`config.mk`:
```
export PLATFORM = sky130hd
export DESIGN_NAME = rspe_ctrl
export DESIGN_NICKNAME = d
export VERILOG_FILES = /design/src/design/rspe_pkg.sv /design/src/design/rspe_ctrl.sv
export SDC_FILE = /design/constraint.sdc
export NUM_CORES = 1
export LEC_CHECK = 0
export ABC_AREA = 0
export BUFFER_PORTS_ARGS = -buffer_cell sky130_fd_sc_hd__buf_4
export CAP_MARGIN = 10
export CORE_ASPECT_RATIO = 1.2
export CORE_MARGIN = 2
export CORE_UTILIZATION = 30
export CTS_CLUSTER_SIZE = 20
export DETAILED_ROUTE_END_ITERATION = 16
export PLACE_DENSITY = 0.6
export SETUP_SLACK_MARGIN = 0.05
export SYNTH_ARGS = -nofsm -noshare
export SYNTH_HDL_FRONTEND = slang
export SYNTH_SLANG_ARGS = --single-unit
```
`constraint.sdc`:
```
create_clock -name clk -period 2.15 [get_ports clk]
set_input_delay 0.43 -clock clk [delete_from_list [all_inputs] [get_ports clk]]
set_output_delay 0.43 -clock clk [all_outputs]
set_load 0.005 [all_outputs]
```
`src/design/rspe_pkg.sv`:
```
// Shared types, constants and GF(256) helpers for the Reed-Solomon parity encoder.
// No dependencies; imported by every module of the block.
`default_nettype none

package rspe_pkg;

    localparam int MAX_PARITY = 64;
    localparam int BYTE_W     = 8;
    localparam int CNT_W      = 7;                    // holds a parity count up to MAX_PARITY
    localparam int IDX_W      = $clog2(MAX_PARITY);   // position within the register

    localparam logic [CNT_W-1:0]  RESET_PARITY = 7'd16;
    localparam logic [CNT_W-1:0]  MIN_PARITY   = 7'd2;
    localparam logic [CNT_W-1:0]  TOP_PARITY   = CNT_W'(MAX_PARITY);
    // Field polynomial x^8+x^4+x^3+x^2+1, low eight bits
    localparam logic [BYTE_W-1:0] FIELD_POLY   = 8'h1d;
    localparam logic [BYTE_W-1:0] GF_ONE       = 8'h01;

    typedef enum logic
    {
        MODE_DATA = 1'b0,
        MODE_READ = 1'b1
    } mode_t;

    typedef enum logic
    {
        ST_BUILD = 1'b0,
        ST_RUN   = 1'b1
    } state_t;

    // Broadcast controls for the row of cells
    typedef struct packed
    {
        logic gen_clear;     // clear coefficients and parity (new count)
        logic gen_step;      // multiply generator by (x + root)
        logic absorb;        // LFSR step with feedback byte
        logic par_clear;     // clear parity after the last readout word
        logic shadow_load;   // copy parity into readout line
        logic shadow_shift;  // advance readout line
    } cell_ctrl_t;

    function automatic logic [BYTE_W-1:0] gf_xtime(input logic [BYTE_W-1:0] a);
        gf_xtime = {a[BYTE_W-2:0], 1'b0} ^ (a[BYTE_W-1] ? FIELD_POLY : '0);
    endfunction

    function automatic logic [BYTE_W-1:0] gf_mul(input logic [BYTE_W-1:0] a,
                                                 input logic [BYTE_W-1:0] b);
        logic [BYTE_W-1:0] p;
        p = '0;
        for (int i = BYTE_W - 1; i >= 0; i--)
        begin
            p = gf_xtime(p) ^ (b[i] ? a : '0);
        end
        gf_mul = p;
    endfunction

    function automatic logic [CNT_W-1:0] sat_count(input logic [CNT_W-1:0] v);
        if (v < MIN_PARITY)
        begin
            sat_count = MIN_PARITY;
        end
        else if (v > TOP_PARITY)
        begin
            sat_count = TOP_PARITY;
        end
        else
        begin
            sat_count = v;
        end
    endfunction

endpackage

`default_nettype wire

```
`src/design/rspe_ctrl.sv`:
```
// Sequencer: generator build, handshakes, readout position and output register.
// Depends on rspe_pkg.
`default_nettype none

module rspe_ctrl
    import rspe_pkg::*;
(
    input  wire logic              clk,
    input  wire logic              rst_n,
    input  wire logic              cfg_valid,
    output logic                   cfg_ready,
    input  wire logic [CNT_W-1:0]  cfg_data,
    input  wire logic              in_valid,
    output logic                   in_ready,
    input  wire mode_t             in_mode,
    input  wire logic [BYTE_W-1:0] in_byte,
    input  wire logic [BYTE_W-1:0] par0,      // parity byte of cell 0
    input  wire logic [BYTE_W-1:0] sh0,       // readout line byte of cell 0
    output cell_ctrl_t             ctrl,
    output logic      [BYTE_W-1:0] fb,
    output logic      [BYTE_W-1:0] root,
    output logic                   out_valid,
    input  wire logic              out_ready,
    output logic      [BYTE_W-1:0] out_byte,
    output logic                   out_last
);

    state_t            state_reg, state_next;
    logic [CNT_W-1:0]  n_reg, n_next;
    logic [IDX_W-1:0]  step_reg, step_next;
    logic [BYTE_W-1:0] root_reg, root_next;
    logic [IDX_W-1:0]  cnt_reg, cnt_next;
    logic              ov_reg, ov_next;
    logic [BYTE_W-1:0] ob_reg, ob_next;
    logic              ol_reg, ol_next;

    logic cfg_acc, in_acc, is_last;

    always_comb
    begin
        state_next = state_reg;
        n_next     = n_reg;
        step_next  = step_reg;
        root_next  = root_reg;
        cnt_next   = cnt_reg;
        ov_next    = ov_reg && !out_ready;
        ob_next    = ob_reg;
        ol_next    = ol_reg;
        ctrl       = '0;

        cfg_ready = (state_reg == ST_RUN);
        // a pending cfg write goes first; input waits for that cycle
        in_ready  = (state_reg == ST_RUN) && !cfg_valid && (!ov_reg || out_ready);
        cfg_acc   = cfg_valid && cfg_ready;
        in_acc    = in_valid && in_ready;
        fb        = in_byte ^ par0;
        is_last   = (CNT_W'(cnt_reg) + CNT_W'(1)) == n_reg;

        case (state_reg)
            ST_BUILD:
            begin
                ctrl.gen_step = 1'b1;
                root_next     = gf_xtime(root_reg);
                step_next     = step_reg + IDX_W'(1);
                if (step_reg == IDX_W'(n_reg - CNT_W'(1)))
                begin
                    state_next = ST_RUN;
                end
            end
            ST_RUN:
            begin
                if (cfg_acc)
                begin
                    ctrl.gen_clear = 1'b1;
                    n_next         = sat_count(cfg_data);
                    step_next      = '0;
                    root_next      = GF_ONE;
                    cnt_next       = '0;
                    state_next     = ST_BUILD;
                end
                else if (in_acc)
                begin
                    case (in_mode)
                        MODE_DATA:
                        begin
                            ctrl.absorb = 1'b1;
                            cnt_next    = '0;
                        end
                        MODE_READ:
                        begin
                            ov_next = 1'b1;
                            ob_next = (cnt_reg == '0) ? par0 : sh0;
                            ol_next = is_last;
                            if (cnt_reg == '0)
                            begin
                                ctrl.shadow_load = 1'b1;
                            end
                            else
                            begin
                                ctrl.shadow_shift = 1'b1;
                            end
                            if (is_last)
                            begin
                                ctrl.par_clear = 1'b1;
                                cnt_next       = '0;
                            end
                            else
                            begin
                                cnt_next = cnt_reg + IDX_W'(1);
                            end
                        end
                        default:
                        begin
                            cnt_next = cnt_reg;
                        end
                    endcase
                end
            end
            default:
            begin
                state_next = ST_RUN;
            end
        endcase
    end

    always_ff @(posedge clk or negedge rst_n)
    begin
        if (!rst_n)
        begin
            state_reg <= ST_BUILD;
            n_reg     <= RESET_PARITY;
            step_reg  <= '0;
            root_reg  <= GF_ONE;
            cnt_reg   <= '0;
            ov_reg    <= 1'b0;
        end
        else
        begin
            state_reg <= state_next;
            n_reg     <= n_next;
            step_reg  <= step_next;
            root_reg  <= root_next;
            cnt_reg   <= cnt_next;
            ov_reg    <= ov_next;
        end
    end

    always_ff @(posedge clk)
    begin
        ob_reg <= ob_next;
        ol_reg <= ol_next;
    end

    assign root      = root_reg;
    assign out_valid = ov_reg;
    assign out_byte  = ob_reg;
    assign out_last  = ol_reg;

endmodule

`default_nettype wire

```
# Word level (Yosys, flattened, before mapping)
# Index checks and enable logic that the tools add are counted.
totals:
  ff_bits: 38
  elab_cells: 66
  input_bits: 37
op_classes:
  mux: 30
  add_sub_neg: 4
  bitwise_logic: 5
  eq_ne: 3
  magnitude_cmp: 2
  reduce_logical: 14
op_table:
  columns: ["operator", "count"]
  rows:
  - ["$mux 6", 4]
  - ["$pmux 6 s2", 2]
  - ["$mux 8", 2]
  - ["$pmux 8 s2", 1]
  - ["$mux 7", 2]
  - ["$mux 1", 13]
  - ["$add 6x1->6 const B", 2]
  - ["$mux 4", 3]
  - ["$xor 8x5->8", 1]
  - ["$xor 8x8->8", 1]
  - ["$add 6x1->7 const B", 1]
  - ["$eq 7x7->1", 1]
  - ["$gt 7x7->1 const B", 1]
  - ["$lt 7x2->1 const B", 1]
  - ["$eq 6x6->1", 1]
  - ["$logic_not 6->1", 1]
  - ["$sub 6x1->6 const B", 1]
  - ["$logic_and 1x1->1", 5]
  - ["$mux 5", 1]
  - ["$reduce_and 2->1", 2]
  - ["$reduce_and 4->1", 1]
  - ["$logic_not 1->1", 3]
  - ["$mux 3", 1]
  - ["$not 1->1", 3]
  - ["4 further kinds", 4]

# Depth between registers and ports, before layout
logic_depth:
  word_depth: 7
  ltp_mapped: 6

# Worst setup path before layout
# Ideal clock, no wire load.
synth_path:
  path_type: "register to output"
  startpoint: "register cnt_reg[0]"
  endpoint: "output ctrl[2] in the netlist's numbering"
  required_ns: 1.720
  arrival_time_ns: 1.653
  stages_incl_launch_ff: 7
  path_slack_ns: 0.067
  path_cell_list: "dfrtp_1 ha_1 o21ba_2 a211oi_2 nor3_2 and4bb_4 and2_1"
synth_lines:
  columns: ["element", "line_no", "source"]
  rows:
  - ["from (decl)", "rspe_ctrl.sv:32", "logic [IDX_W-1:0] cnt_reg, cnt_next;"]
  - ["from (signal assigned)", "rspe_ctrl.sv:143", "cnt_reg <= cnt_next;"]
  - ["to (decl)", "rspe_ctrl.sv:19", "output cell_ctrl_t ctrl,"]

==> flow_summary.toml <==
[cts]
cts_tree = "built"
clockBufferDepth = 2
clkLatencyLatePin_ns = 0.29
cts.sinks = 38
cts_buffers = 5
cts-htree-levels = 2
clockRootBuffer = "clkbuf_8"
clk_pin_slew_ns = 0.08

[timing]
min_period_over_period_pct = 111
hold_viol = 0
finalSetupViolations = 1
slew_headroom_pct = 74.9
period_needed_ns = 2.38
clock-skew-final_ns = 0.00436
tightest_slew_ns = 0.377
max_freq_ghz = 0.420
finalWorstSetupSlack_ns = -0.231
rsz0062_at_grt = "yes"
fin_setup_tns_ns = -0.231
drv_slew = 0

[logic_synthesis]
synth_compound_area_share_pct = 11.2
synth_top_family_by_area = "simple AND/OR/NAND/NOR gates"
async_flop_share_pct = 76.3
postSynthAreaPerCell_um2 = 10.2
synth-edff-count = 9
synth-adder-area-share_pct = 2.37
synth_xor_area_share_pct = 14.5
ys.warnings.count = 0
ys_seq_area_share_pct = 47.2
synth_mux_area_share_pct = 4.26
yosys_register_bits = 38
netlist_instances = 208
synth-simple-area-share_pct = 16.3
netlist_area_um2 = 2110
synth_nets = 249
ys.flop_type = "dfrtp_1"
synth_cell_types = 42

[placed_design]
port_buffers = 70
place.gp.congestion = 0.787
dp.final_hpwl_mm = 3.95

[detailed_routing]
drc_errors = 0
ant_nets = 0
firstDrtPassIters = 4
routedWlPerCell_um = 13.7
vias_per_cell = 4.70
initialDrtViolationCount = 71
vias = 1829
wl_mm = 5.34

[global_routing]
grt_pass1_vias = 1769
grt_max_degree = 30
grt_overflow = 0
grt_pass1_wl_mm = 8.27
grt_usage_pct = 13.8
antenna_found_initial = 0

[power_and_ir_drop]
finalPower_mw = 3.54
pwr_density_cell_nw_per_um2 = 1120
power_leakage_nw = 1.43
ir_drop_v = 0.000455

[worst_setup_path]
end_kind = "output pin"
reg2reg_depth = 7
r2r-start = "cnt_reg[3]"
start_kind = "register"
crit-reg2reg-capture = "out_byte[0]"
path_class = "reg2out"
required_ns = 1.72
r2r_slack_ns = 0.24
path_max_fanout = 3
worstPathArrival_ns = 1.95

[floorplanning]
start_util_pct = 31.0
core_um2 = 6810
die_area_um2 = 7740
io_pins = 71
rows = 33
die_w_um = 80.6
die_h_um = 96.0

[cells_and_area]
nNetsFinal = 342
final_common_cell = "buf_4"
multi_input_area_um2 = 1140
n_fill_cell = 640
final_cell_mix = "buf_4 (91), nand2_1 (30), dfrtp_1 (23)"
antenna_cells = 0
layout-drive-gt1-share_pct = 46.4
area_growth_pct = 49.9
seq_area_um2 = 1000
utilization_pct = 46.5

[min_path]
min_path_type = "in2async"

[run_status]
violations = "setup timing"
outcome = "finished with violations"

[job]
max_cap_viol_count = 0
[report_power, final]
group	switching (mW)	internal [mW]	total [mW]	leakage [nW]
Combinational	0.669	0.913	1.58	0.915
Clock	0.268	0.465	0.733	0.0683
Sequential	0.252	0.977	1.23	0.441
Total	1.19	2.35	3.54	1.43
[through the flow]
stage	setup slack [ns]	area [um2]	std cells	hold WS, ns
detailed placement	-0.0435	2820	371	0.376
global placement	0.0319	2820	371	0.378
global route	-0.297	3170	389	0.0692
finish	-0.231	3170	389	0.0426
CTS	-0.184	3050	382	0.0580
floorplan	0.0668	2110	208	0.134
[final cells by class]
cell class / count / area share [%]
clock buffer: 5 / 2.17
clock inverter: 3 / 2.17
inverter: 10 / 1.26
multi-input combinational: 150 / 35.9
sequential: 38 / 31.6
tap: 87 / 3.43
timing repair buffer: 96 / 23.4
[kinds of logic (layout without fill, tap and decap cells)]
| family | after synthesis | count (layout) |
|---|---|---|
| buffers and inverters | 20 | 114 |
| and+or+nand+nor | 67 | 67 |
| DFF | 38 | 38 |
| xor gates and xnor gates | 35 | 35 |
| muxes | 8 | 8 |
| AOI/OAI and AO/OA | 36 | 36 |
| adders and majority gates | 4 | 4 |
[Yosys cell counts (2+ instances only)]
cell	instances	area [um2]
a21oi_1	4	20.0
a22o_1	4	35.0
a22oi_1	2	15.0
and2_1	4	25.0
buf_2	4	20.0
buf_4	2	15.0
clkbuf_1	3	11.3
dfrtp_1	27	676
dfstp_2	2	52.6
edfxtp_1	9	270
ha_1	4	50.1
inv_1	10	37.5
mux2_2	8	90.1
nand2_1	31	116
nand3_1	6	30.0
nor2_1	7	26.3
nor2b_1	2	12.5
nor3_1	3	15.0
nor4_1	3	18.8
nor4b_1	2	17.5
o21ai_0	15	75.1
o21ai_1	2	10.0
o31ai_1	2	15.0
xnor2_1	21	184
xor2_1	14	123
[what timing repair did]
action / CTS / global route
buffers inserted: 3 / 7
setup endpoints to repair: 3 / 3
endpoints found under the hold margin: 0 / 0
resized for setup: 16 / 14
hold buffers: 0 / 0
pin swaps: 2 / 5
[worst max path at each step]
stage / startpoint / endpoint / slack (ns) / depth (start not counted)
3_5_place_dp: cnt_reg[0] / ctrl[2] / -0.04 / 7
2_1_floorplan: cnt_reg[0] / ctrl[2] / 0.07 / 6
4_1_cts: cnt_reg[0] / ctrl[2] / -0.18 / 7
5_1_grt: cnt_reg[4] / ctrl[2] / -0.30 / 6
6_report: cnt_reg[1] / ctrl[2] / -0.23 / 8
3_3_place_gp: cnt_reg[0] / ctrl[2] / 0.03 / 7
[worst max-delay path, cell delays in order (launching register included)]
cell and delay (ns):
dfrtp_1 0.42, buf_6 0.14, inv_4 0.03, ha_4 0.27, xnor2_2 0.10, nand3_1 0.11
and4bb_4 0.36, and2_4 0.14, buf_6 0.08
[layer usage]
metal | share of wire, % | vias up | wire length, um | GRT usage [%]
li1 | - | 897 | - | -
met1 | 36 | 858 | 1900 | 14.9
met2 | 54 | 65 | 2860 | 25.8
met3 | 9.1 | 9 | 483 | 3.66
met4 | 1.7 | 0 | 92 | 5.08
met5 | 0 | - | 0 | 0
Power figures use the tool's default switching activity.
