## src/design/rspe_pkg.sv

```systemverilog
// Shared types, constants and GF(256) helpers for the Reed-Solomon parity encoder.
// No dependencies; imported by every module of the block.
`default_nettype none

package rspe_pkg;

    localparam int MAX_PARITY = 64;
    localparam int BYTE_W     = 8;
    localparam int CNT_W      = 7;                    // holds a parity count up to MAX_PARITY
    localparam int IDX_W      = $clog2(MAX_PARITY);   // position within the register

    localparam logic [CNT_W-1:0]  RESET_PARITY = 7'd16;
    localparam logic [CNT_W-1:0]  MIN_PARITY   = 7'd2;
    localparam logic [CNT_W-1:0]  TOP_PARITY   = CNT_W'(MAX_PARITY);
    // Field polynomial x^8+x^4+x^3+x^2+1, low eight bits
    localparam logic [BYTE_W-1:0] FIELD_POLY   = 8'h1d;
    localparam logic [BYTE_W-1:0] GF_ONE       = 8'h01;

    typedef enum logic
    {
        MODE_DATA = 1'b0,
        MODE_READ = 1'b1
    } mode_t;

    typedef enum logic
    {
        ST_BUILD = 1'b0,
        ST_RUN   = 1'b1
    } state_t;

    // Broadcast controls for the row of cells
    typedef struct packed
    {
        logic gen_clear;     // clear coefficients and parity (new count)
        logic gen_step;      // multiply generator by (x + root)
        logic absorb;        // LFSR step with feedback byte
        logic par_clear;     // clear parity after the last readout word
        logic shadow_load;   // copy parity into readout line
        logic shadow_shift;  // advance readout line
    } cell_ctrl_t;

    function automatic logic [BYTE_W-1:0] gf_xtime(input logic [BYTE_W-1:0] a);
        gf_xtime = {a[BYTE_W-2:0], 1'b0} ^ (a[BYTE_W-1] ? FIELD_POLY : '0);
    endfunction

    function automatic logic [BYTE_W-1:0] gf_mul(input logic [BYTE_W-1:0] a,
                                                 input logic [BYTE_W-1:0] b);
        logic [BYTE_W-1:0] p;
        p = '0;
        for (int i = BYTE_W - 1; i >= 0; i--)
        begin
            p = gf_xtime(p) ^ (b[i] ? a : '0);
        end
        gf_mul = p;
    endfunction

    function automatic logic [CNT_W-1:0] sat_count(input logic [CNT_W-1:0] v);
        if (v < MIN_PARITY)
        begin
            sat_count = MIN_PARITY;
        end
        else if (v > TOP_PARITY)
        begin
            sat_count = TOP_PARITY;
        end
        else
        begin
            sat_count = v;
        end
    endfunction

endpackage

`default_nettype wire

```

## src/design/rspe_cell.sv

```systemverilog
// One cell of the parity row: parity byte, readout line byte, generator coefficient.
// Depends on rspe_pkg.
`default_nettype none

module rspe_cell
    import rspe_pkg::*;
(
    input  wire logic              clk,
    input  wire logic              rst_n,
    input  wire cell_ctrl_t        ctrl,
    input  wire logic [BYTE_W-1:0] fb,         // feedback byte, broadcast
    input  wire logic [BYTE_W-1:0] root,       // current generator root, broadcast
    input  wire logic [BYTE_W-1:0] par_right,
    input  wire logic [BYTE_W-1:0] sh_right,
    input  wire logic [BYTE_W-1:0] coef_left,
    output logic      [BYTE_W-1:0] par,
    output logic      [BYTE_W-1:0] sh,
    output logic      [BYTE_W-1:0] coef
);

    logic [BYTE_W-1:0] par_reg, par_next;
    logic [BYTE_W-1:0] sh_reg, sh_next;
    logic [BYTE_W-1:0] coef_reg, coef_next;

    always_comb
    begin
        par_next  = par_reg;
        sh_next   = sh_reg;
        coef_next = coef_reg;
        if (ctrl.gen_clear || ctrl.par_clear)
        begin
            par_next = '0;
        end
        else if (ctrl.absorb)
        begin
            par_next = par_right ^ gf_mul(fb, coef_reg);
        end
        if (ctrl.shadow_load)
        begin
            sh_next = par_right;
        end
        else if (ctrl.shadow_shift)
        begin
            sh_next = sh_right;
        end
        if (ctrl.gen_clear)
        begin
            coef_next = '0;
        end
        else if (ctrl.gen_step)
        begin
            coef_next = coef_reg ^ gf_mul(root, coef_left);
        end
    end

    always_ff @(posedge clk or negedge rst_n)
    begin
        if (!rst_n)
        begin
            par_reg  <= '0;
            coef_reg <= '0;
        end
        else
        begin
            par_reg  <= par_next;
            coef_reg <= coef_next;
        end
    end

    always_ff @(posedge clk)
    begin
        sh_reg <= sh_next;
    end

    assign par  = par_reg;
    assign sh   = sh_reg;
    assign coef = coef_reg;

endmodule

`default_nettype wire

```

## config.mk

```make
export PLATFORM = sky130hd
export DESIGN_NAME = rspe_cell
export DESIGN_NICKNAME = d
export VERILOG_FILES = /design/src/design/rspe_pkg.sv /design/src/design/rspe_cell.sv
export SDC_FILE = /design/constraint.sdc
export NUM_CORES = 1
export LEC_CHECK = 0
export BUFFER_PORTS_ARGS = -buffer_cell sky130_fd_sc_hd__buf_2
export CORE_ASPECT_RATIO = 0.6
export CORE_MARGIN = 3
export CORE_UTILIZATION = 45
export DETAILED_ROUTE_END_ITERATION = 8
export HOLD_SLACK_MARGIN = 0.03
export MAX_ROUTING_LAYER = met4
export PLACE_DENSITY = 0.79
export SETUP_SLACK_MARGIN = 0.5
export SLEW_MARGIN = 0
export SYNTH_ARGS = -nofsm -noshare
export SYNTH_HDL_FRONTEND = slang
export SYNTH_SLANG_ARGS = --single-unit
```

## constraint.sdc

```tcl
create_clock -name clk -period 4.8 [get_ports clk]
set_input_delay 0.24 -clock clk [delete_from_list [all_inputs] [get_ports clk]]
set_output_delay 0.24 -clock clk [all_outputs]
set_load 0.02 [all_outputs]
```

After elaboration in Yosys (flattened, before gate mapping)
Cells that the tools add are included.
{ "op_classes": {"n_mux": 36, "bitwise_logic": 30, "n_reduce_logical": 4} }
{ "ops": {"columns": ["operator", "n"], "rows": [
  ["$mux W8", 22],
  ["$xor A8 B8 Y8", 16],
  ["$xor A8 B5 Y8", 14],
  ["$mux W5", 14],
  ["$reduce_bool A2 Y1", 3],
  ["$logic_or A1 B1 Y1", 1]
]} }
{ "word_totals": {"out_inout_bits": 24, "input_bits": 48, "regBits": 24, "wordCells": 73} }

Logic depth before layout (Yosys ltp)
Gate-level depths: netlist of run 1.
{ "depth": {"depth_word": 25, "mapped_depth": 10, "mapped_depth_nobuf": 8} }

Least setup slack after synthesis of run 1
OpenSTA, ideal clock, no wires.
{ "synth_timing": {"kind": "register -> register", "from": "reg coef_reg[6], in the netlist coef[6]", "to": "reg par_reg[2], in the netlist par[2]", "period_less_slack_ns": 2.166, "path_slack_ns": 2.634, "arrival_ns": 2.045, "n_path_buf": 1, "t_required_ns": 4.679, "stages_incl_launch_ff": 10, "setup_ns": 0.121, "path_cell_list": "dfrtp_1 -> buf_2 -> nand2_1 -> xor2_1 -> xnor2_2 -> xnor2_1 -> xnor2_1 -> xnor2_1 -> xnor2_1 -> a22o_1"} }
{ "synth_between": {"elab_chain_cells": 19, "word_cells_on_any_way": 21, "classes_between": "mux (7); bitwise (14)"} }
{ "synth_lines": {"columns": ["item", "line", "rtl"], "rows": [
  ["from (decl)", "rspe_cell.sv:23", "logic [BYTE_W-1:0] coef_reg, coef_next;"],
  ["from (signal assigned)", "rspe_cell.sv:66", "coef_reg <= coef_next;"],
  ["$mux W8 (*)", "rspe_pkg.sv:52", "p = gf_xtime(p) ^ (b[i] ? a : '0);"],
  ["$xor A8 B8 Y8 (*)", "rspe_pkg.sv:52", null],
  ["$mux W5 or $xor A8 B5 Y8 (tied branches)", "rspe_pkg.sv:43", "gf_xtime = {a[BYTE_W-2:0], 1'b0} ^ (a[BYTE_W-1] ? FIELD_POLY : '0);"],
  ["$xor A8 B5 Y8 (*)", "rspe_pkg.sv:43", null],
  ["$xor A8 B8 Y8 (*)", "rspe_pkg.sv:52", null],
  ["$xor A8 B5 Y8 (*)", "rspe_pkg.sv:43", null],
  ["$xor A8 B8 Y8 (*)", "rspe_pkg.sv:52", null],
  ["$xor A8 B5 Y8 (*)", "rspe_pkg.sv:43", null],
  ["[... 3 more ...]", null, null],
  ["$xor A8 B5 Y8 (*)", "rspe_pkg.sv:43", null],
  ["$xor A8 B8 Y8 (*)", "rspe_pkg.sv:52", null],
  ["$mux W5", "rspe_pkg.sv:43", null],
  ["$xor A8 B5 Y8 (*)", "rspe_pkg.sv:43", null],
  ["$xor A8 B8 Y8 (*)", "rspe_pkg.sv:52", null],
  ["$xor A8 B8 Y8 (*)", "rspe_cell.sv:36", "par_next = par_right ^ gf_mul(fb, coef_reg);"],
  ["$mux W8 (*)", "rspe_cell.sv:34", "else if (ctrl.absorb)"],
  ["$mux W8 (*)", "rspe_cell.sv:30", "if (ctrl.gen_clear || ctrl.par_clear)"],
  ["to (signal assigned)", "rspe_cell.sv:65", "par_reg <= par_next;"],
  ["to (decl)", "rspe_cell.sv:21", "logic [BYTE_W-1:0] par_reg, par_next;"]
]} }
Mark *: on every way between the ends. The rest lies on a longest branch, timed or not. The select of a mux whose other input is x is not followed.
A chain may end at the register's enable or synchronous reset.

Worst setup path in the final report of run 1
{ "layout_timing": {"from": "reg coef_reg[3], in the netlist coef[3]", "to": "reg par_reg[5], in the netlist par[5]"} }
{ "layout_between": {"elab_chain_cells": 12, "word_cells_on_any_way": 13, "classes_between": "mux (5); bitwise (8)"} }
{ "layout_lines": {"columns": ["item", "line"], "rows": [
  ["$mux W8 (*)", "rspe_pkg.sv:52"],
  ["$xor A8 B8 Y8 (*)", "rspe_pkg.sv:52"],
  ["$mux W5 or $xor A8 B5 Y8 (tied branches)", "rspe_pkg.sv:43"],
  ["$xor A8 B5 Y8 (*)", "rspe_pkg.sv:43"],
  ["$xor A8 B8 Y8 (*)", "rspe_pkg.sv:52"],
  ["$xor A8 B5 Y8 (*)", "rspe_pkg.sv:43"],
  ["$xor A8 B8 Y8 (*)", "rspe_pkg.sv:52"],
  ["$xor A8 B5 Y8 (*)", "rspe_pkg.sv:43"],
  ["$xor A8 B8 Y8 (*)", "rspe_pkg.sv:52"],
  ["$xor A8 B8 Y8 (*)", "rspe_cell.sv:36"],
  ["$mux W8 (*)", "rspe_cell.sv:34"],
  ["$mux W8 (*)", "rspe_cell.sv:30"]
]} }
Marked as above.

==> flow_summary.toml, run 1 <==
[detailed_routing]
wl_per_cell_um = 15.4
drt-initial-drc-count = 286
ant_nets = 0
vias = 2765
route.detailed.drc = 0
wl_mm = 8.13
routed_via_density = 5.25
drt-pass1-iter-count = 5

[sta]
report.final.slew_viol_count = 0
maxSlewHeadroom_pct = 39.3
finalSetupViolCount = 0
max_freq_mhz = 425
fin_crit_sh_pct = 49.1
period_minus_slack_ns = 2.36
setup_tns_ns = 0
finClkSkew_ns = 0.00408
worst_pin_slew_ns = 0.908
hold_viol = 0
rsz0062_at_grt = "no"

[placement]
dpl.hpwl_mm = 6.42
numPlacedInstances = 522
globalplace.congestion = 0.918
port_buffers = 71

[power_and_ir_drop]
power_frac_seq_pct = 16.7
p_leak_nw = 1.52
p_sw_share_pct = 44.8
p_comb_share_pct = 72.3
internal_power_w = 0.00122
powerDensity_mw_per_mm2 = 603
p_sw_w = 0.000989
irDropWorstVdd_mv = 0.400
p_clk_share_pct = 11.0

[logic_synthesis]
ys.flop_type = "dfrtp_1"
yosys_register_bits = 24
synth_edf_count = 8
syn_area_mm2 = 0.00331
yosysWarnings = 0
synth_cell_types = 40
syn_avg_cell_area_um2 = 8.24
syn_inst = 402
synth.net_count = 450
seq_area_frac_synth_pct = 19.3
ys_async_sr_fraction_pct = 66.7

[layout]
final_cells = 527
final_nets = 489
nFillCells = 673
diodes = 0
drive_above_1_share_pct = 22.3
multi_input_area_mm2 = 0.00243
syn2layout_area_growth_pct = 10.5
final-seq-area_um2 = 641

[critical_path]
crit_fanout = 11
arrival_ns = 2.51
cp-start-kind = "register"
endpoint_kind = "register"
cp.required_ns = 4.95
rrSetupSlack_ns = 2.44
path_class = "reg -> reg"

[die]
die_w_um = 117
die_area_mm2 = 0.00846
coreArea_mm2 = 0.00691
die-height_um = 72.5
rows = 23
initial_utilization_pct = 48.0
num_io_pins = 72

[cts]
clk_latency_ns = 0.26
cts_resized = 0
clock_sinks = 24
cts_tree = "yes"
htree_levels = 1
postCtsSetupBuffers = 0
cts.path.max_buffers = 2
path_clk_slew_ns = 0.07
cts_made_buffers = 3
clockRootBuffer = "clkbuf_16"
hold_buffers = 1

[global_routing]
grt_max_degree = 20
gr-usage-all-layers_pct = 19.8
grt.overflow.total = 0
antenna_found_initial = 0
grt_pass1_wl_mm = 13.0
first_global_vias = 2582

[run_status]
outcome = "finished clean"

[flow_run]
max_cap_violations = 0

[worst_hold_path]
holdCritPathClass = "in -> reg"
## final cells by class
class | count | share of cell area (%)
Clock buffer | 3 | 2.05
Sequential cell | 24 | 17.5
Clock inverter | 1 | 0.820
Timing Repair Buffer | 72 | 9.98
Inverter | 2 | 0.205
Tap cell | 87 | 2.97
Multi-Input combinational cell | 338 | 66.5
## worst max-delay path, stage by stage (launching register included)
cell     delay (ns)
dfrtp_1        0.64
nand2_1        0.12
xor2_1         0.17
xnor2_1        0.25
xnor2_1        0.16
xnor2_2        0.31
xor2_1         0.28
xnor2_1        0.12
a22o_1         0.20
## power by group through the flow
stage | Combinational, W | Sequential [W] | Clock, W
detailed placement | 0.00159 | 0.000367 | 0
global route | 0.00172 | 0.000376 | 0.000255
floorplan | 0.00133 | 0.000353 | 0
finish | 0.00160 | 0.000368 | 0.000243
CTS | 0.00160 | 0.000363 | 0.000246
global placement | 0.00156 | 0.000362 | 0
## logic make-up (layout without fill, tap and decap cells)
| group | after synthesis | in the layout | share of synthesized area [%] |
|---|---|---|---|
| AND/OR/NAND/NOR | 153 | 153 | 19.7 |
| XOR/XNOR | 150 | 150 | 44.6 |
| buffers and inverters | 40 | 78 | 7.18 |
| AO/OA/AOI/OAI | 26 | 26 | 6.16 |
| flip-flops | 24 | 24 | 19.3 |
| multiplexers | 9 | 9 | 3.02 |
## per-layer routing
| layer | GRT usage, % | up-vias | part of all wire (%) |
|---|---|---|---|
| li1 | - | 1328 | - |
| met1 | 31.7 | 1301 | 51 |
| met2 | 25.9 | 128 | 39 |
| met3 | 3.17 | 8 | 8.6 |
| met4 | 3.44 | 0 | 0.76 |
| met5 | - | - | 0 |
## final timing paths
check / end / cells past startpoint / start
min reg2reg: par[1] / 1 / par[1]
max in group asynchronous: coef[3] / 2 / rst_n
min: sh[6] / 2 / sh_right[6]
max reg2reg: par[5] / 8 / coef[3]
min in group asynchronous: coef[5] / 2 / rst_n
max: par[5] / 8 / coef[3]
## through the flow
stage                     util [%]  setup slack (ns)  hold slack, ns  total power (W)  cell area, um^2
after global routing          53.0              2.32           0.278          0.00235             3660
after CTS                     53.0              2.48           0.277          0.00221             3660
after global placement        51.4              2.43           0.163          0.00192             3550
after floorplan                  -              2.63         -0.0556          0.00168             3310
after detailed placement      51.4              2.40           0.171          0.00196             3550
final                         53.0              2.44           0.277          0.00221             3660
## cell usage after synthesis, drive strengths merged, types with 3 or more instances
cell type,instances,area [um^2]
nand2,124,480
nor2b,5,31.3
a22oi,3,22.5
buf,29,196
nor2,9,33.8
xor2,34,320
a21oi,3,15.0
clkbuf,9,33.8
xnor2,109,1000
mux2,8,90.1
edfxtp,8,240
a22o,8,70.1
nand2b,4,25.0
o21ai,4,20.0
dfrtp,16,400
xnor3,6,135
## layout by cell type (no fill, tap or decap), types with 3 or more instances in the layout
cell	synthesis	final
a21oi_1	3	3
a22o_1	8	8
a22oi_1	3	3
buf_2	16	71
clkbuf_16	0	3
dfrtp_1	16	16
edfxtp_1	8	8
mux2_2	8	8
nand2_1	122	122
nand2b_1	4	4
nor2_1	9	9
nor2b_1	5	5
o21ai_0	3	3
xnor2_1	103	103
xnor2_2	6	6
xnor3_1	6	6
xor2_1	31	31
xor2_2	3	3
Power figures use the tool's default switching activity.
==> run 2, diff against run 1 <==
--- a/config.mk
+++ b/config.mk
@@ -5,6 +5,7 @@
 export SDC_FILE = /design/constraint.sdc
 export NUM_CORES = 1
 export LEC_CHECK = 0
+export ABC_AREA = 1
 export BUFFER_PORTS_ARGS = -buffer_cell sky130_fd_sc_hd__buf_2
 export CORE_ASPECT_RATIO = 0.6
 export CORE_MARGIN = 3
@@ -12,7 +13,7 @@
 export DETAILED_ROUTE_END_ITERATION = 8
 export HOLD_SLACK_MARGIN = 0.03
 export MAX_ROUTING_LAYER = met4
-export PLACE_DENSITY = 0.79
+export PLACE_DENSITY = 0.78
 export SETUP_SLACK_MARGIN = 0.5
 export SLEW_MARGIN = 0
 export SYNTH_ARGS = -nofsm -noshare
==> constraint.sdc (replaced) <==
create_clock -name clk -period 2.37 [get_ports clk]
set_input_delay 0.1185 -clock clk [delete_from_list [all_inputs] [get_ports clk]]
set_output_delay 0.1185 -clock clk [all_outputs]
set_load 0.02 [all_outputs]
==> run 2 against run 1 <==
Compared with the run above:
- combinational power up 96%
- clock power up 110%
- wire length up 61%
- clock-buffer cell count unchanged
- sequential power up 71%
- non-clock buffer count up 34
- first-iteration DRC count up 76%
- fmax up 14%
- power up 94%
- sequential share of layout area down 4.1 points
- via count up 64%
- critical endpoint is now par[4]
- largest power group unchanged
==> flow_summary.toml, run 2 <==
[run_status]
outcome = "finished clean"

[die]
initial_utilization_pct = 47.6
die-height_um = 77.7
rows = 25
die_w_um = 125
num_io_pins = 72
die_area_mm2 = 0.00974
coreArea_mm2 = 0.00810

[layout]
fin_util_pct = 59.8
most-common-layout-cells = "nand2_1, inv_1, buf_2"
syn2layout_area_growth_pct = 25.7
drive_above_1_share_pct = 25.2
final-seq-area_um2 = 649
final_common_cell = "nand2_1"
multi_input_area_mm2 = 0.00302
nFillCells = 742
final_nets = 788
diodes = 0

[critical_path]
path_class = "reg -> reg"
cp-start-kind = "register"
r2r_cells = 13
crit_fanout = 6
endpoint_kind = "register"
cp.required_ns = 2.54
arrival_ns = 2.23

[power_and_ir_drop]
p_comb_share_pct = 73.5
internal_power_w = 0.00214
power_frac_seq_pct = 14.7
p_sw_share_pct = 49.9
p_sw_w = 0.00213
irDropWorstVdd_mv = 0.381
p_leak_nw = 2.66
powerDensity_mw_per_mm2 = 883
p_clk_share_pct = 11.8
p_total_w = 0.00428

[cts]
cts_made_buffers = 3
htree_levels = 1
clk_latency_ns = 0.27
cts_tree = "yes"
cts.path.max_buffers = 2
clockRootBuffer = "clkbuf_16"
clock_sinks = 24
path_clk_slew_ns = 0.07

[sta]
fin_crit_sh_pct = 87.1
holdWs_ns = 0.0721
period_minus_slack_ns = 2.07
rsz0062_at_grt = "yes"
hold_viol = 0
finalSetupViolCount = 0
setup_tns_ns = 0
max_freq_mhz = 484
report.final.slew_viol_count = 0
worst_pin_slew_ns = 0.506
finClkSkew_ns = 0.00399
maxSlewHeadroom_pct = 66.1

[global_routing]
gr-usage-all-layers_pct = 25.9
first_global_vias = 4077
grt.overflow.total = 0
grt_pass1_wl_mm = 20.0
grt_max_degree = 17
antenna_found_initial = 0

[detailed_routing]
routed_via_density = 5.34
drt-initial-drc-count = 503
wl_per_cell_um = 15.4
wl_mm = 13.0
vias = 4523
route.detailed.drc = 0
drt-pass1-iter-count = 5
ant_nets = 0

[logic_synthesis]
synth_edf_count = 8
seq_area_frac_synth_pct = 16.6
synth_compound_area_share_pct = 3.38
yosys_register_bits = 24
synth_cell_types = 31
ys.flop_type = "dfrtp_1"
ys_async_sr_fraction_pct = 66.7
yosysTopAreaCellShare_pct = 30.0
synth-adder-area-share_pct = 0
synth_top_cell_by_area = "nand2_1"
synth_xor_area_share_pct = 23.5
synth_top_family_by_area = "simple AND/OR/NAND/NOR gates"
syn_inst = 662
yosys.area_share.simple_pct = 44.7
netlist_top_cells_count = "nand2_1, inv_1, nand3_1, xnor2_1, xor2_1"
synth.net_count = 710
synth_mux_area_share_pct = 0
syn_area_mm2 = 0.00385
yosys-top-cells-area = "nand2_1, xnor2_1, dfrtp_1, xor2_1, inv_1"
syn_avg_cell_area_um2 = 5.82
yosysWarnings = 0
post-synth-top-count-cell = "nand2_1"

[placement]
dpl.hpwl_mm = 9.06
port_buffers = 71
globalplace.congestion = 0.959

[worst_hold_path]
holdCritPathClass = "in -> reg"
hold_depth = 2

[flow_run]
max_cap_violations = 0
==> run 2: changes by cell type in the layout (fill, tap and decap cells not counted), moves of 10 or more <==
| cell | delta |
|---|---|
| xnor2_1 | -62 |
| nand2_1 | +161 |
| buf_4 | +33 |
| o21ai_0 | +10 |
| nand3_1 | +39 |
| nand2_2 | +32 |
| inv_1 | +66 |
==> run 2: worst paths after layout <==
check / startpoint / to / slack, ns
worst max register to register: coef[2] / par[4] / 0.30
max in group asynchronous: rst_n / coef[2] / 1.74
worst min-delay path: ctrl[5] / coef[1] / 0.07
worst min register to register: par[0] / par[0] / 0.49
min in group asynchronous: rst_n / par[1] / 0.31
worst max-delay path: coef[2] / par[4] / 0.30
==> run 2: area by class of cell <==
type,instances,area share (%)
clock buffers,3,1.55
clock inverters,1,0.620
inverters,71,5.56
multi-input cells,534,62.4
flip-flops and latches,24,13.4
well taps,108,2.79
repair buffers,106,13.7
==> run 2: worst max-delay path, stage by stage (launching register included) <==
cell      delay (ns)
dfrtp_2         0.46
nand2_2         0.07
xor2_1          0.17
or2_2           0.30
nand3b_1        0.11
nand4_1         0.22
nand2_4         0.19
nand2_2         0.08
nand2_1         0.07
nand2_1         0.06
nand2_1         0.06
nand2_1         0.05
nand3_1         0.07
nand2_1         0.05
==> run 2: stage by stage <==
step | instance area (um^2) | cells | setup slack [ns]
finish | 4840 | 847 | 0.305
floorplan | 3900 | 662 | 0.496
global route | 4840 | 847 | 0.186
global placement | 4170 | 808 | 0.202
CTS | 4590 | 836 | 0.412
detailed placement | 4170 | 808 | 0.165
==> run 2: what timing repair did <==
item	in CTS	in global routing
pin swaps	12	26
gates resized for setup	25	46
setup buffers	23	11
setup endpoints to repair	8	11
cloned	0	0
hold buffers	1	0
endpoints found under the hold margin	16	0
==> run 2: cell families (layout without fill, tap and decap cells) <==
| logic type | after synthesis | after routing |
|---|---|---|
| buf+inv | 104 | 181 |
| flops | 24 | 24 |
| simple gates | 411 | 411 |
| compound gates | 25 | 25 |
| xor+xnor | 98 | 98 |
==> run 2: power groups by stage <==
stage          Clock (W)  Sequential, W  Combinational (W)
6_report        0.000507       0.000628            0.00314
5_1_grt         0.000536       0.000634            0.00341
4_1_cts         0.000507       0.000628            0.00271
3_5_place_dp           0       0.000671            0.00230
3_3_place_gp           0       0.000665            0.00223
2_1_floorplan          0       0.000683            0.00184
==> run 2: layer usage <==
layer / vias to the layer above / global-route usage, % / part of all wire [%]
li1: 2153 / - / -
met4: 0 / 3.57 / 1.4
met1: 2072 / 37.9 / 43
met3: 34 / 6.46 / 13
met5: - / - / 0
met2: 264 / 36.7 / 43
==> run 3, diff against run 2 <==
--- a/config.mk
+++ b/config.mk
@@ -7,9 +7,10 @@
 export LEC_CHECK = 0
 export ABC_AREA = 1
 export BUFFER_PORTS_ARGS = -buffer_cell sky130_fd_sc_hd__buf_2
-export CORE_ASPECT_RATIO = 0.6
+export CORE_ASPECT_RATIO = 1.75
 export CORE_MARGIN = 3
 export CORE_UTILIZATION = 45
+export CTS_CLUSTER_DIAMETER = 100
 export DETAILED_ROUTE_END_ITERATION = 8
 export HOLD_SLACK_MARGIN = 0.03
 export MAX_ROUTING_LAYER = met4
==> constraint.sdc (replaced) <==
create_clock -name clk -period 2.1 [get_ports clk]
set_input_delay 0.105 -clock clk [delete_from_list [all_inputs] [get_ports clk]]
set_output_delay 0.105 -clock clk [all_outputs]
set_load 0.02 [all_outputs]
==> run 3 against run 2 <==
Compared with the run above:
- global-route usage down 2.3 points
- core utilization is 1.1 points higher
- design area up 4.6%
- first-iteration DRC count fell by 55%
- clock power fell by 9.7%
- clock skew down 0.00072 ns
- critical path depth increased by 2
- largest cell class unchanged
==> flow_summary.toml, run 3 (synthesis gave the netlist of run 2 again) <==
[detailed_routing]
ant_nets = 0
wl_mm = 12.2
vias = 4454
wl_per_cell_um = 14.3
drt-initial-drc-count = 227
routed_via_density = 5.22
route.detailed.drc = 0
drt-pass1-iter-count = 4

[sta]
fin_crit_sh_pct = 97.8
max_freq_mhz = 487
report.final.slew_viol_count = 0
maxSlewHeadroom_pct = 68.7
period_minus_slack_ns = 2.05
finClkSkew_ns = 0.00327
worst_pin_slew_ns = 0.468
hold_viol = 0
finalSetupViolCount = 0
holdWs_ns = 0.0549
rsz0062_at_grt = "yes"

[layout]
most-common-layout-cells = "nand2_1, inv_1, buf_2"
syn2layout_area_growth_pct = 31.4
final_nets = 788
diodes = 0
drive_above_1_share_pct = 32.2
final_common_cell = "nand2_1"

[worst_hold_path]
holdCritPathClass = "in -> reg"
hp-start = "ctrl[5]"

[cts]
htree_levels = 1
clockRootBuffer = "clkbuf_16"
clk_latency_ns = 0.26
cts.path.max_buffers = 2
cts_tree = "yes"
clock_sinks = 24
cts_made_buffers = 3
path_clk_slew_ns = 0.06

[critical_path]
cp-start-kind = "register"
rrSetupSlack_ns = 0.05
crit_fanout = 5
r2r-end = "par[4]"
r2r_cells = 15
crit_path_end = "par[4]"
r2r_start = "coef[5]"
arrival_ns = 2.21
crit_path_start = "coef[5]"
cp.required_ns = 2.25
endpoint_kind = "register"
path_class = "reg -> reg"

[power_and_ir_drop]
p_leak_nw = 2.72
p_clk_share_pct = 9.8
p_total_w = 0.00470
irDropWorstVdd_mv = 0.418
powerDensity_mw_per_mm2 = 927
p_comb_share_pct = 74.9
power_frac_seq_pct = 15.3
p_sw_w = 0.00237
internal_power_w = 0.00233
p_sw_share_pct = 50.5

[die]
die_area_mm2 = 0.00975
coreArea_mm2 = 0.00831
die_w_um = 75.9
die-height_um = 128
rows = 44
num_io_pins = 72
initial_utilization_pct = 46.3

[placement]
dpl.hpwl_mm = 8.85
globalplace.congestion = 0.989
port_buffers = 71

[global_routing]
grt_pass1_wl_mm = 18.4
first_global_vias = 4247
gr-usage-all-layers_pct = 23.5
antenna_found_initial = 0
grt_max_degree = 17
grt.overflow.total = 0

[run_status]
outcome = "finished clean"

[flow_run]
max_cap_violations = 0
==> run 3: layout make-up <==
cell class                 count  area (um^2)
tap                          115          144
clock buffer                   4         88.8
fill                         717         3250
timing repair buffer         106          727
inverter                      71          267
sequential                    24          649
multi-input combinational    534         3190
==> run 3: per-stage QoR <==
stage / utilization, % / TNS [ns] / std cells / worst slack (ns) / cell area [um^2]
2_1_floorplan: - / 0 / 662 / 0.226 / 3910
3_3_place_gp: 50.9 / 0 / 820 / 0.141 / 4230
3_5_place_dp: 50.9 / 0 / 820 / 0.0786 / 4230
4_1_cts: 54.6 / 0 / 845 / 0.151 / 4540
5_1_grt: 60.9 / -0.225 / 854 / -0.101 / 5060
6_report: 60.9 / 0 / 854 / 0.0469 / 5060
==> run 3: power by group through the flow <==
stage	Combinational, W	Clock (W)	Sequential (W)
3_5_place_dp	0.00263	0	0.000755
5_1_grt	0.00385	0.000477	0.000727
6_report	0.00352	0.000458	0.000719
2_1_floorplan	0.00209	0	0.000771
4_1_cts	0.00302	0.000460	0.000713
3_3_place_gp	0.00255	0	0.000747
==> run 3: metal layers <==
metal	vias up	GRT usage, %	part of all wire (%)
li1	2155	-	-
met1	1994	19.1	31
met2	230	46.3	55
met3	75	3.85	5.8
met4	0	17.8	7.8
met5	-	-	0
==> run 3: worst max-delay path: stages, from the launching register on <==
cell and delay [ns]:
dfrtp_2 0.45, buf_4 0.16, nand2_1 0.10, xnor2_2 0.13, nand3b_1 0.18, nand2_1 0.08
nand2_1 0.10, nand2_2 0.10, inv_2 0.09, nand3_1 0.11, nand2_1 0.11, nand2_2 0.07
nand2_1 0.07, nand2_1 0.07, nand3_1 0.08, nand2_1 0.05
==> run 3: worst min path at each step <==
| stage | depth (start not counted) | to | slack (ns) |
|---|---|---|---|
| 3_3_place_gp | 1 | par[3] | 0.04 |
| 4_1_cts | 2 | coef[1] | 0.05 |
| 2_1_floorplan | 0 | coef[0] | -0.19 |
| 3_5_place_dp | 1 | par[4] | 0.04 |
| 5_1_grt | 2 | coef[1] | 0.06 |
| 6_report | 2 | coef[1] | 0.05 |
==> run 3: timing repair <==
item | 4_1_cts | 5_1_grt
pin swaps | 9 | 60
setup endpoints to repair | 11 | 15
resized for setup | 20 | 137
hold buffers | 1 | 0
buffers inserted | 20 | 9
endpoints found under the hold margin | 16 | 0
